<file path="src/hw/rtl/pes_pkg.sv">
package pes_pkg;

   // sequencer state codes
   localparam logic [2:0] ST_IDLE  = 3'd0;
   localparam logic [2:0] ST_BLEND = 3'd1;
   localparam logic [2:0] ST_SQUARE = 3'd2;
   localparam logic [2:0] ST_SQRT  = 3'd3;
   localparam logic [2:0] ST_DIV   = 3'd4;
   localparam logic [2:0] ST_DONE  = 3'd5;

   typedef logic [2:0] state_type;

endpackage

</file>
<file path="src/hw/rtl/plane_estimate_smoother.sv">
// channel | dir | tdata (low bit up)                          | tuser
// req_    | in  | new_point_x/y/z, new_normal_x/y/z, pad      | -
// rsp_    | out | plane_point_x/y/z, plane_normal_x/y/z, pad  | updated
// csr_    | in  | smoothing_gain                              | -
//
// For a passing item, one shared multiplier does the six blends and three squares,
// a one-bit-per-cycle square root finds the length and a one-bit-per-cycle divider
// normalizes each component. A gated-out item skips these steps. Synchronous reset
// restores the kept plane and the gain. The result sits in an output register, so a
// stalled rsp_ side holds the next item only once it is finished.
module plane_estimate_smoother #(
   parameter int POINT_BITS = 32,
   parameter int FRAC_BITS  = 16
) (
   input  logic clock,
   input  logic reset,
   input  logic req_tvalid,
   output logic req_tready,
   // new_point_x, new_point_y, new_point_z, new_normal_x, new_normal_y, new_normal_z
   input  logic [((3*POINT_BITS+3*(FRAC_BITS+2)+7)/8)*8-1:0] req_tdata,
   output logic rsp_tvalid,
   input  logic rsp_tready,
   // plane_point_x/y/z, plane_normal_x/y/z
   output logic [((3*POINT_BITS+3*(FRAC_BITS+2)+7)/8)*8-1:0] rsp_tdata,
   // updated
   output logic rsp_tuser,
   input  logic csr_wen,
   input  logic [FRAC_BITS:0] csr_wdata
);
   import pes_pkg::*;

   localparam int P   = POINT_BITS;
   localparam int F   = FRAC_BITS;
   localparam int NB  = F + 2;
   localparam int GB  = F + 1;
   localparam int DW  = ((P > NB) ? P : NB) + 1;
   localparam int PW  = DW + NB;
   localparam int SW  = 2 * F + 4;
   localparam int RW  = F + 2;
   localparam int QW  = 2 * F + 2;
   localparam int TW  = ((3*P + 3*NB + 7) / 8) * 8;
   localparam int CW  = $clog2(QW + 1);
   localparam int PAD = TW - 3*P - 3*NB;
   localparam logic [GB-1:0] ONE_Q  = GB'(1) << F;
   localparam logic [NB-1:0] GATE_Q = NB'((4 * (64'd1 << F) + 4) / 5);

   state_type         state_ff;
   logic [2:0]        k_ff;
   logic              phase_ff;
   logic [CW-1:0]     cnt_ff;
   logic [GB-1:0]     gain_ff;
   logic signed [P-1:0]  pt_ff [3];
   logic signed [NB-1:0] nm_ff [3];
   logic signed [P-1:0]  np_ff [3];
   logic signed [NB-1:0] nn_ff [3];
   logic              upd_ff;
   logic [PW-1:0]     prod_ff;
   logic              neg_ff;
   logic [SW-1:0]     sum_ff;
   logic [SW-1:0]     sh_ff;
   logic [RW+3:0]     srem_ff;
   logic [RW-1:0]     root_ff;
   logic [QW-1:0]     num_ff;
   logic [RW-1:0]     drem_ff;
   logic [QW-1:0]     quo_ff;
   logic              rsp_valid_ff;
   logic [TW-1:0]     rsp_data_ff;
   logic              rsp_user_ff;

   // operand selection for the shared multiplier
   logic [1:0]           kk;
   logic signed [DW-1:0] old_v, new_v, dif, blended;
   logic [DW-1:0]        ad, step;
   logic [GB-1:0]        gain_sat;
   logic [NB-1:0]        nabs;
   logic [DW-1:0]        mul_a;
   logic [NB-1:0]        mul_b;
   logic [NB-1:0]        nz_abs;

   assign kk       = (k_ff >= 3'd3) ? 2'(k_ff - 3'd3) : k_ff[1:0];
   assign gain_sat = (gain_ff > ONE_Q) ? ONE_Q : gain_ff;
   assign old_v    = (k_ff >= 3'd3) ? DW'(nm_ff[kk]) : DW'(pt_ff[kk]);
   assign new_v    = (k_ff >= 3'd3) ? DW'(nn_ff[kk]) : DW'(np_ff[kk]);
   assign dif      = new_v - old_v;
   assign ad       = dif[DW-1] ? DW'(-dif) : DW'(dif);
   assign step     = DW'(prod_ff >> F);
   assign blended  = neg_ff ? (old_v - signed'(step)) : (old_v + signed'(step));
   assign nabs     = nm_ff[kk][NB-1] ? NB'(-nm_ff[kk]) : NB'(nm_ff[kk]);
   assign mul_a    = (state_ff == ST_BLEND) ? ad : DW'(nabs);
   assign mul_b    = (state_ff == ST_BLEND) ? NB'(gain_sat) : nabs;

   // square root step, two bits of the sum per cycle
   logic [RW+3:0] srem_sh, strial;
   assign srem_sh = {srem_ff[RW+1:0], sh_ff[SW-1:SW-2]};
   assign strial  = (RW+4)'({root_ff, 2'b01});

   // division step, one quotient bit per cycle
   logic [RW-1:0] len;
   logic [RW:0]   drem_sh;
   assign len     = (root_ff == '0) ? RW'(1) : root_ff;
   assign drem_sh = {drem_ff, num_ff[QW-1]};

   // gate on the incoming normal z
   logic signed [NB-1:0] req_nz;
   assign req_nz = req_tdata[3*P+3*NB-1 -: NB];
   assign nz_abs = req_nz[NB-1] ? NB'(-req_nz) : NB'(req_nz);

   assign req_tready = (state_ff == ST_IDLE);
   assign rsp_tvalid = rsp_valid_ff;
   assign rsp_tdata  = rsp_data_ff;
   assign rsp_tuser  = rsp_user_ff;

   // sequencer and datapath
   always_ff @(posedge clock) begin
      if (reset) begin
         state_ff     <= ST_IDLE;
         rsp_valid_ff <= 1'b0;
         gain_ff      <= GB'(1) << (F - 1);
         for (int i = 0; i < 3; i++) begin
            pt_ff[i] <= '0;
            nm_ff[i] <= (i == 2) ? NB'(ONE_Q) : '0;
         end
         k_ff     <= '0;
         phase_ff <= 1'b0;
         cnt_ff   <= '0;
      end else begin
         if (csr_wen) begin
            gain_ff <= csr_wdata;
         end
         // output register empties on a taken transaction unless refilled below
         if (rsp_valid_ff && rsp_tready && state_ff != ST_DONE) begin
            rsp_valid_ff <= 1'b0;
         end
         case (state_ff)
            ST_IDLE: begin
               if (req_tvalid) begin
                  for (int i = 0; i < 3; i++) begin
                     np_ff[i] <= req_tdata[i*P +: P];
                     nn_ff[i] <= req_tdata[3*P + i*NB +: NB];
                  end
                  upd_ff   <= (nz_abs >= GATE_Q);
                  k_ff     <= '0;
                  phase_ff <= 1'b0;
                  state_ff <= (nz_abs >= GATE_Q) ? ST_BLEND : ST_DONE;
               end
            end
            ST_BLEND: begin
               if (!phase_ff) begin
                  prod_ff  <= PW'(mul_a) * PW'(mul_b);
                  neg_ff   <= dif[DW-1];
                  phase_ff <= 1'b1;
               end else begin
                  if (k_ff >= 3'd3) nm_ff[kk] <= NB'(blended);
                  else pt_ff[kk] <= P'(blended);
                  phase_ff <= 1'b0;
                  if (k_ff == 3'd5) begin
                     k_ff     <= '0;
                     sum_ff   <= '0;
                     state_ff <= ST_SQUARE;
                  end else begin
                     k_ff <= k_ff + 3'd1;
                  end
               end
            end
            ST_SQUARE: begin
               if (!phase_ff) begin
                  prod_ff  <= PW'(mul_a) * PW'(mul_b);
                  phase_ff <= 1'b1;
               end else begin
                  phase_ff <= 1'b0;
                  if (k_ff == 3'd2) begin
                     sh_ff    <= sum_ff + SW'(prod_ff);
                     srem_ff  <= '0;
                     root_ff  <= '0;
                     cnt_ff   <= '0;
                     state_ff <= ST_SQRT;
                  end else begin
                     sum_ff <= sum_ff + SW'(prod_ff);
                     k_ff   <= k_ff + 3'd1;
                  end
               end
            end
            ST_SQRT: begin
               sh_ff <= sh_ff << 2;
               if (srem_sh >= strial) begin
                  srem_ff <= srem_sh - strial;
                  root_ff <= {root_ff[RW-2:0], 1'b1};
               end else begin
                  srem_ff <= srem_sh;
                  root_ff <= {root_ff[RW-2:0], 1'b0};
               end
               if (cnt_ff == CW'(SW/2 - 1)) begin
                  cnt_ff   <= '0;
                  k_ff     <= 3'd3;
                  phase_ff <= 1'b0;
                  state_ff <= ST_DIV;
               end else begin
                  cnt_ff <= cnt_ff + CW'(1);
               end
            end
            ST_DIV: begin
               if (!phase_ff) begin
                  // magnitude scaled up by one unit
                  num_ff   <= QW'(nabs) << F;
                  drem_ff  <= '0;
                  quo_ff   <= '0;
                  cnt_ff   <= '0;
                  phase_ff <= 1'b1;
               end else if (cnt_ff != CW'(QW)) begin
                  num_ff <= num_ff << 1;
                  if (drem_sh >= (RW+1)'(len)) begin
                     drem_ff <= RW'(drem_sh - (RW+1)'(len));
                     quo_ff  <= {quo_ff[QW-2:0], 1'b1};
                  end else begin
                     drem_ff <= RW'(drem_sh);
                     quo_ff  <= {quo_ff[QW-2:0], 1'b0};
                  end
                  cnt_ff <= cnt_ff + CW'(1);
               end else begin
                  nm_ff[kk] <= nm_ff[kk][NB-1] ? NB'(-quo_ff) : NB'(quo_ff);
                  phase_ff  <= 1'b0;
                  if (k_ff == 3'd5) state_ff <= ST_DONE;
                  else k_ff <= k_ff + 3'd1;
               end
            end
            ST_DONE: begin
               // load the result once the output register is free
               if (!rsp_valid_ff || rsp_tready) begin
                  rsp_valid_ff <= 1'b1;
                  rsp_user_ff  <= upd_ff;
                  rsp_data_ff  <= {{PAD{1'b0}}, nm_ff[2], nm_ff[1], nm_ff[0],
                                   pt_ff[2], pt_ff[1], pt_ff[0]};
                  state_ff     <= ST_IDLE;
               end
            end
            default: begin
               state_ff <= ST_IDLE;
            end
         endcase
      end
   end

endmodule
</file>
<file path="config.mk">
export PLATFORM = sky130hd
export DESIGN_NAME = plane_estimate_smoother
export DESIGN_NICKNAME = d
export VERILOG_FILES = /design/src/hw/rtl/pes_pkg.sv /design/src/hw/rtl/plane_estimate_smoother.sv
export SDC_FILE = /design/constraint.sdc
export NUM_CORES = 2
export LEC_CHECK = 0
export ABC_AREA = 1
export ABC_CLOCK_PERIOD_IN_PS = 12700
export BUFFER_PORTS_ARGS = -buffer_cell sky130_fd_sc_hd__buf_2
export CORE_UTILIZATION = 57
export DETAILED_ROUTE_END_ITERATION = 7
export GPL_ROUTABILITY_DRIVEN = 0
export GPL_TIMING_DRIVEN = 0
export PLACE_DENSITY = 0.84
export SETUP_SLACK_MARGIN = 0.1
export SLEW_MARGIN = 10
export SYNTH_ARGS = -nofsm -noshare
export SYNTH_HDL_FRONTEND = slang
export SYNTH_SLANG_ARGS = --single-unit
</file>
<file path="constraint.sdc">
create_clock -name clock -period 12.7 [get_ports clock]
set_input_delay 0.635 -clock clock [delete_from_list [all_inputs] [get_ports clock]]
set_output_delay 0.635 -clock clock [all_outputs]
set_load 0.005 [all_outputs]
</file>
== After elaboration in Yosys (flattened, before gate mapping) ==
Memory sizes are Yosys's and may differ from the RTL's. A register that Yosys moved wholly into a read port is not among the register bits.
Cells that the tools add are included.

* Bits in registers: 261
* Bits in writable memories: 300
* Bits of input ports: 174
* Output and inout port bits: 155
* Logic and storage cells: 192
* Memories: 4

{| class="wikitable"
|+ Memories
! memory !! depth !! width !! read ports !! clocked after memory_dff !! write ports !! RTL line !! text
|-
| np_ff || 3 || 32 || 1 || 0 || 3 || plane_estimate_smoother.sv:54 || <nowiki>logic signed [P-1:0] np_ff [3];</nowiki>
|-
| pt_ff || 3 || 32 || 4 || 3 || 3 || plane_estimate_smoother.sv:52 || <nowiki>logic signed [P-1:0] pt_ff [3];</nowiki>
|-
| nm_ff || 3 || 18 || 4 || 3 || 3 || plane_estimate_smoother.sv:53 || <nowiki>logic signed [NB-1:0] nm_ff [3];</nowiki>
|-
| nn_ff || 3 || 18 || 1 || 0 || 3 || plane_estimate_smoother.sv:55 || <nowiki>logic signed [NB-1:0] nn_ff [3];</nowiki>
|}

* Add/sub/neg operators: 13
* $mul: 1
* $lt $le $gt $ge: 5
* Equality and inequality tests: 24
* Multiplexer cells: 99
* Bitwise operators: 3
* Reduce and logical (&&, ||, !) cells: 25

{| class="wikitable"
|+ Operators with widths
! kind !! count
|-
| 18-bit 2-to-1 mux || 12
|-
| 36-bit 2-to-1 mux || 6
|-
| 36-bit case mux with 2 select lines || 2
|-
| 33-bit 2-to-1 mux || 4
|-
| 34-bit 2-to-1 mux || 2
|-
| 32-bit 2-to-1 mux || 2
|-
| 20-bit 2-to-1 mux || 3
|-
| 3-bit 2-to-1 mux || 20
|-
| 18-bit negator || 3
|-
| 33-bit by 18-bit multiplier with 48-bit output || 1
|-
| 20-bit case mux with 2 select lines || 1
|-
| 36-bit adder || 1
|-
| 18-bit case mux with 2 select lines || 1
|-
| 1-bit 2-to-1 mux || 33
|-
| 33-bit negator || 1
|-
| 33-bit subtractor || 1
|-
| 32-bit adder || 1
|-
| 32-bit OR reduction || 1
|-
| 32-bit subtractor || 1
|-
| 6-bit 2-to-1 mux || 5
|-
| 22-bit by 20-bit >= comparator with 1-bit output || 1
|-
| 2-bit inequality test, second input constant || 11
|-
| 20-bit subtractor || 1
|-
| 19-bit by 18-bit >= comparator with 1-bit output || 1
|-
| other kinds (38) || 55
|}

== Longest topological paths before layout ==
* Word-level depth: 9
* Depth in mapped cells: 64
* Mapped depth without buffers: 61

== Least setup slack after synthesis ==
OpenSTA, ideal clock, no wires.

* Kind: input to register
* Start: in reset
* End: reg rsp_data_ff[0], in the netlist rsp_tdata[0] (read register of pt_ff), enable pin
* Setup time: 846 ps
* Data arrival time: 11061 ps
* Data required time: 11854 ps
* Path slack: 793 ps
* Stages: 2
* Path buffers: 1
* Cells stage by stage: clkbuf_1 -> nor3_1

* Word-level cells in the longest chain between the ends: 2

{| class="wikitable"
|+ Ends and longest elaborated chain
! what !! RTL line !! text
|-
| start: declaration || plane_estimate_smoother.sv:16 || <nowiki>input logic reset,</nowiki>
|-
| 1-bit NOT (no line) || -- ||
|-
| 3-bit AND reduction (no line) || -- ||
|-
| end: declaration || plane_estimate_smoother.sv:67 || <nowiki>logic [TW-1:0] rsp_data_ff;</nowiki>
|}

Every way passes these cells.
A chain may end at the register's enable or synchronous reset.

== Worst setup path after layout ==
* Start: reg k_ff[1]
* End: reg prod_ff[47], data pin

* Word-level cells in the longest chain between the ends: 9
* Elaborated cells on any way between the ends: 17
* Those cells by class: add/sub (4); mul (1); order compare (1); mux (7); memory (4)

{| class="wikitable"
|+ Ends and longest elaborated chain
! what !! RTL line !! text
|-
| start: declaration || plane_estimate_smoother.sv:48 || <nowiki>logic [2:0] k_ff;</nowiki>
|-
| start signal: assignment || plane_estimate_smoother.sv:161 || <nowiki>k_ff <= k_ff + 3'd1;</nowiki>
|-
| start signal: assignment || plane_estimate_smoother.sv:179 || <nowiki>k_ff <= k_ff + 3'd1;</nowiki>
|-
| start signal: assignment || plane_estimate_smoother.sv:223 || <nowiki>else k_ff <= k_ff + 3'd1;</nowiki>
|-
| 3-bit by 2-bit >= comparator with 1-bit output / 2-bit subtractor (equally long branches) || plane_estimate_smoother.sv:80, plane_estimate_smoother.sv:82, plane_estimate_smoother.sv:83 ||
|-
| 2-bit 2-to-1 mux || plane_estimate_smoother.sv:80 || <nowiki>assign kk = (k_ff >= 3'd3) ? 2'(k_ff - 3'd3) : k_ff[1:0];</nowiki>
|-
| memory read 3 x 32 bit (tied with other cells) || -- ||
|-
| 33-bit 2-to-1 mux (on tied branches) || plane_estimate_smoother.sv:83, plane_estimate_smoother.sv:82 ||
|-
| 33-bit subtractor || plane_estimate_smoother.sv:84 || <nowiki>assign dif = new_v - old_v;</nowiki>
|-
| 33-bit negator || plane_estimate_smoother.sv:85 || <nowiki>assign ad = dif[DW-1] ? DW'(-dif) : DW'(dif);</nowiki>
|-
| 33-bit 2-to-1 mux || plane_estimate_smoother.sv:85 ||
|-
| 33-bit 2-to-1 mux || plane_estimate_smoother.sv:89 || <nowiki>assign mul_a = (state_ff == ST_BLEND) ? ad : DW'(nabs);</nowiki>
|-
| 33-bit by 18-bit multiplier with 48-bit output (*) || plane_estimate_smoother.sv:149, plane_estimate_smoother.sv:167 ||
|-
| end signal: assignment || plane_estimate_smoother.sv:149 || <nowiki>prod_ff <= PW'(mul_a) * PW'(mul_b);</nowiki>
|-
| end signal: assignment || plane_estimate_smoother.sv:167 || <nowiki>prod_ff <= PW'(mul_a) * PW'(mul_b);</nowiki>
|-
| end: declaration || plane_estimate_smoother.sv:57 || <nowiki>logic [PW-1:0] prod_ff;</nowiki>
|}

Mark *: on every way between the ends. The rest lies on a longest branch, timed or not.

==> impl_metrics.yaml <==
run_status:
  status: "finished with violations"
  violations: "design-rule violations"
grt:
  grt_pass1_wl_mm: 269
  grt_max_degree: 34
  grt_use_total_pct: 34.7
  grt_antenna_before_repair: 15
  grt_pass1_vias: 48100
  grt_overflow_total: 0
cts:
  path_clk_slew_ns: 0.06
  cts_max_level: 3
  cts_tree: "yes"
  cts_buffers: 75
  clock_latency_ns: 0.68
  cts_sinks: 743
  max-clock-path-buffers: 3
  clockRootBuffer: "clkbuf_16"
synthesis:
  synthXorXnorAreaFrac_pct: 3.31
  synth_edf_count: 712
  netlist_area_sq_um: 57100
  ys_types: 66
  yosys_warnings: 0
  yosysSeqAreaShare_pct: 38.5
  synth_simple_gate_area_share_pct: 17.4
  synth_adder_area_share_pct: 23.1
  synth-async-reset-ratio_pct: 0
  synthFlopType: "edfxtp_1"
  synth_top_family_by_area: "adder cells"
  muxShareOfSynthArea_pct: 0.0197
  syn_inst: 6319
  ys_ff_latch: 743
  synth-compound-area-share_pct: 8.33
  synth.avg_cell_area_sq_um: 9.03
flow_run:
  drv_cap: 0
setup_path:
  crit_arrival_ns: 12.70
  cp-end-kind: "flip-flop"
  cp.required_ns: 13.05
  cp_max_fo: 10
  critical_path_class: "reg2reg"
  crit_slowest_cell: "fa_1"
  cp_common_cell: "nand2_1"
  slowest_delay_ns: 0.56
  crit_path_start_kind: "flip-flop"
floorplan:
  coreArea_sq_um: 98900
  num_rows: 115
  ios: 329
  start_util_pct: 57.8
  die_area_sq_um: 101000
  die_h_um: 318
  die_w_um: 318
drt:
  drc_errors: 23
  dr.pass1.iters: 8
  wirelength_mm: 178
  ant_nets: 0
  drt_iter0_markers: 7033
  via_count: 48900
  via_per_inst: 5.99
  wl_per_cell_um: 21.8
sta:
  finalCritPeriodShare_pct: 97.2
  tns_ns: 0
  min_period_ns: 12.34
  slew_viol_final: 0
  worstMarginPinSlew_ns: 1.43
  slew_headroom_pct: 3.98
  max_freq_mhz: 81.0
  final_hold_viol_count: 0
  worst_slack_ns: 0.356
  finalClockSkew_ns: 0.0488
  setup_viol: 0
  rsz0062_at_grt: "false"
place:
  post-dp-hpwl_mm: 140
  placement.io_buffers: 324
  dpl_worst_slack_ns: -1.93
cells_and_area:
  nNetsFinal: 7742
  area_delta_synth_final_pct: 12.2
  drive_gt1_share_pct: 11.0
  post-route-util_pct: 64.8
  n_fill_cell: 7330
hold_path:
  hp-class: "in2reg"
path summary, 6_finish.rpt:
kind / startpoint / end / slack [ns] / cells past startpoint
worst min register to register: nm_ff[1][0] / rsp_tdata[114] / 0.44 / 0
worst min-delay path: req_tdata[58] / np_ff[1][26] / 0.14 / 1
worst max register to register: k_ff[1] / prod_ff[47] / 0.36 / 54
worst max-delay path: k_ff[1] / prod_ff[47] / 0.36 / 54
cell families after synthesis:
kind of cell	count (synthesis)
flip-flops	743
adder cells (fa/ha/maj)	754
multiplexers	1
XOR/XNOR	216
other	2
buffers and inverters	1382
AND/OR/NAND/NOR	2399
AO/OA/AOI/OAI	822
worst max-delay path, delay by kind of cell, from the launching register on:
family          cells  cell delay [ns]
buf+inv            10             1.51
fa+ha+maj          10             4.36
flops               1             0.41
compound gates     11             2.21
xor+xnor            1             0.17
simple gates       22             3.32
cell usage in the layout (no fill, tap or decap), types with 17 or more instances in the layout:
cell type	instances
fa_1	498
nand4_1	62
nand3_1	147
nand2_2	35
o21ai_0	265
xnor2_1	91
buf_4	38
nor3_1	49
o21ai_1	31
clkinv_1	17
nor2_4	21
nor2_1	734
a31oi_1	30
a21oi_1	264
clkbuf_16	76
nand3b_1	29
edfxtp_1	712
nand2_1	1237
clkbuf_1	109
or2_2	19
buf_2	365
o221ai_1	47
inv_1	1152
o22ai_1	39
ha_1	246
conb_1	51
xor2_1	124
dfxtp_1	29
cell type report:
type                    instances  area [sq um]  area share, %
plain buffers                 187           933           1.46
repair buffers                372          2180           3.40
diodes                         16          40.0         0.0625
inverters                    1191          4520           7.06
clock inverters                36           385          0.602
clock buffers                  97          2000           3.12
repair inverters                1          5.00        0.00782
flip-flops and latches        743         22000           34.4
well taps                    1287          1610           2.51
multi-input cells            4243         30400           47.4
metal layers:
| layer | up-vias | routed length (um) | global-route usage [%] |
|---|---|---|---|
| met3 | 879 | 26800 | 12.7 |
| met2 | 3776 | 78100 | 53.6 |
| li1 | 21200 | - | - |
| met4 | 12 | 12100 | 19.3 |
| met5 | - | 134 | 0 |
| met1 | 23000 | 60800 | 42.2 |
synthesized netlist by cell type, drive strengths merged, types with 10 or more instances:
library cell / count / share of area [%]
a21o: 15 / 0.20
a21oi: 271 / 2.4
a22oi: 10 / 0.13
a31oi: 31 / 0.34
buf: 79 / 0.76
clkbuf: 112 / 0.74
clkinv: 14 / 0.092
dfxtp: 31 / 1.1
edfxtp: 712 / 37
fa: 498 / 17
ha: 256 / 5.6
inv: 1177 / 7.7
nand2: 1283 / 8.6
nand3: 160 / 1.4
nand3b: 29 / 0.38
nand4: 62 / 0.68
nor2: 763 / 5.2
nor3: 53 / 0.46
nor4: 16 / 0.18
o211ai: 12 / 0.16
o21a: 13 / 0.17
o21ai: 316 / 2.8
o221ai: 47 / 0.72
o22ai: 45 / 0.54
or2: 22 / 0.25
xnor2: 91 / 1.4
xor2: 125 / 1.9
flip-flops by register name, indices dropped and copies added (netlist names), 3 cells and up:
register / count
cnt_ff: 6
drem_ff: 18
gain_ff: 17
k_ff: 3
nm_ff: 72
nn_ff: 54
np_ff: 96
num_ff: 18
prod_ff: 48
pt_ff: 125
quo_ff: 18
root_ff: 18
rsp_tdata: 150
sh_ff: 36
srem_ff: 20
state_ff: 3
sum_ff: 36
what timing repair did:
item,in CTS,in global routing
cloned,0,1
endpoints found under the setup margin,35,24
pin swaps,2,7
setup buffers,1,13
hold buffers,0,0
resized for setup,67,153
metrics by stage:
stage          area (sq um)  hold slack [ns]  std cells
2_1_floorplan         57300            0.400       6368
3_3_place_gp          60500            0.423       7979
3_5_place_dp          61000            0.427       8013
4_1_cts               63500            0.141       8144
5_1_grt               64000            0.143       8165
6_report              64000            0.142       8173
Power is not shown: default switching activity piles up to over one toggle a cycle in this logic, so the estimate is an artifact.
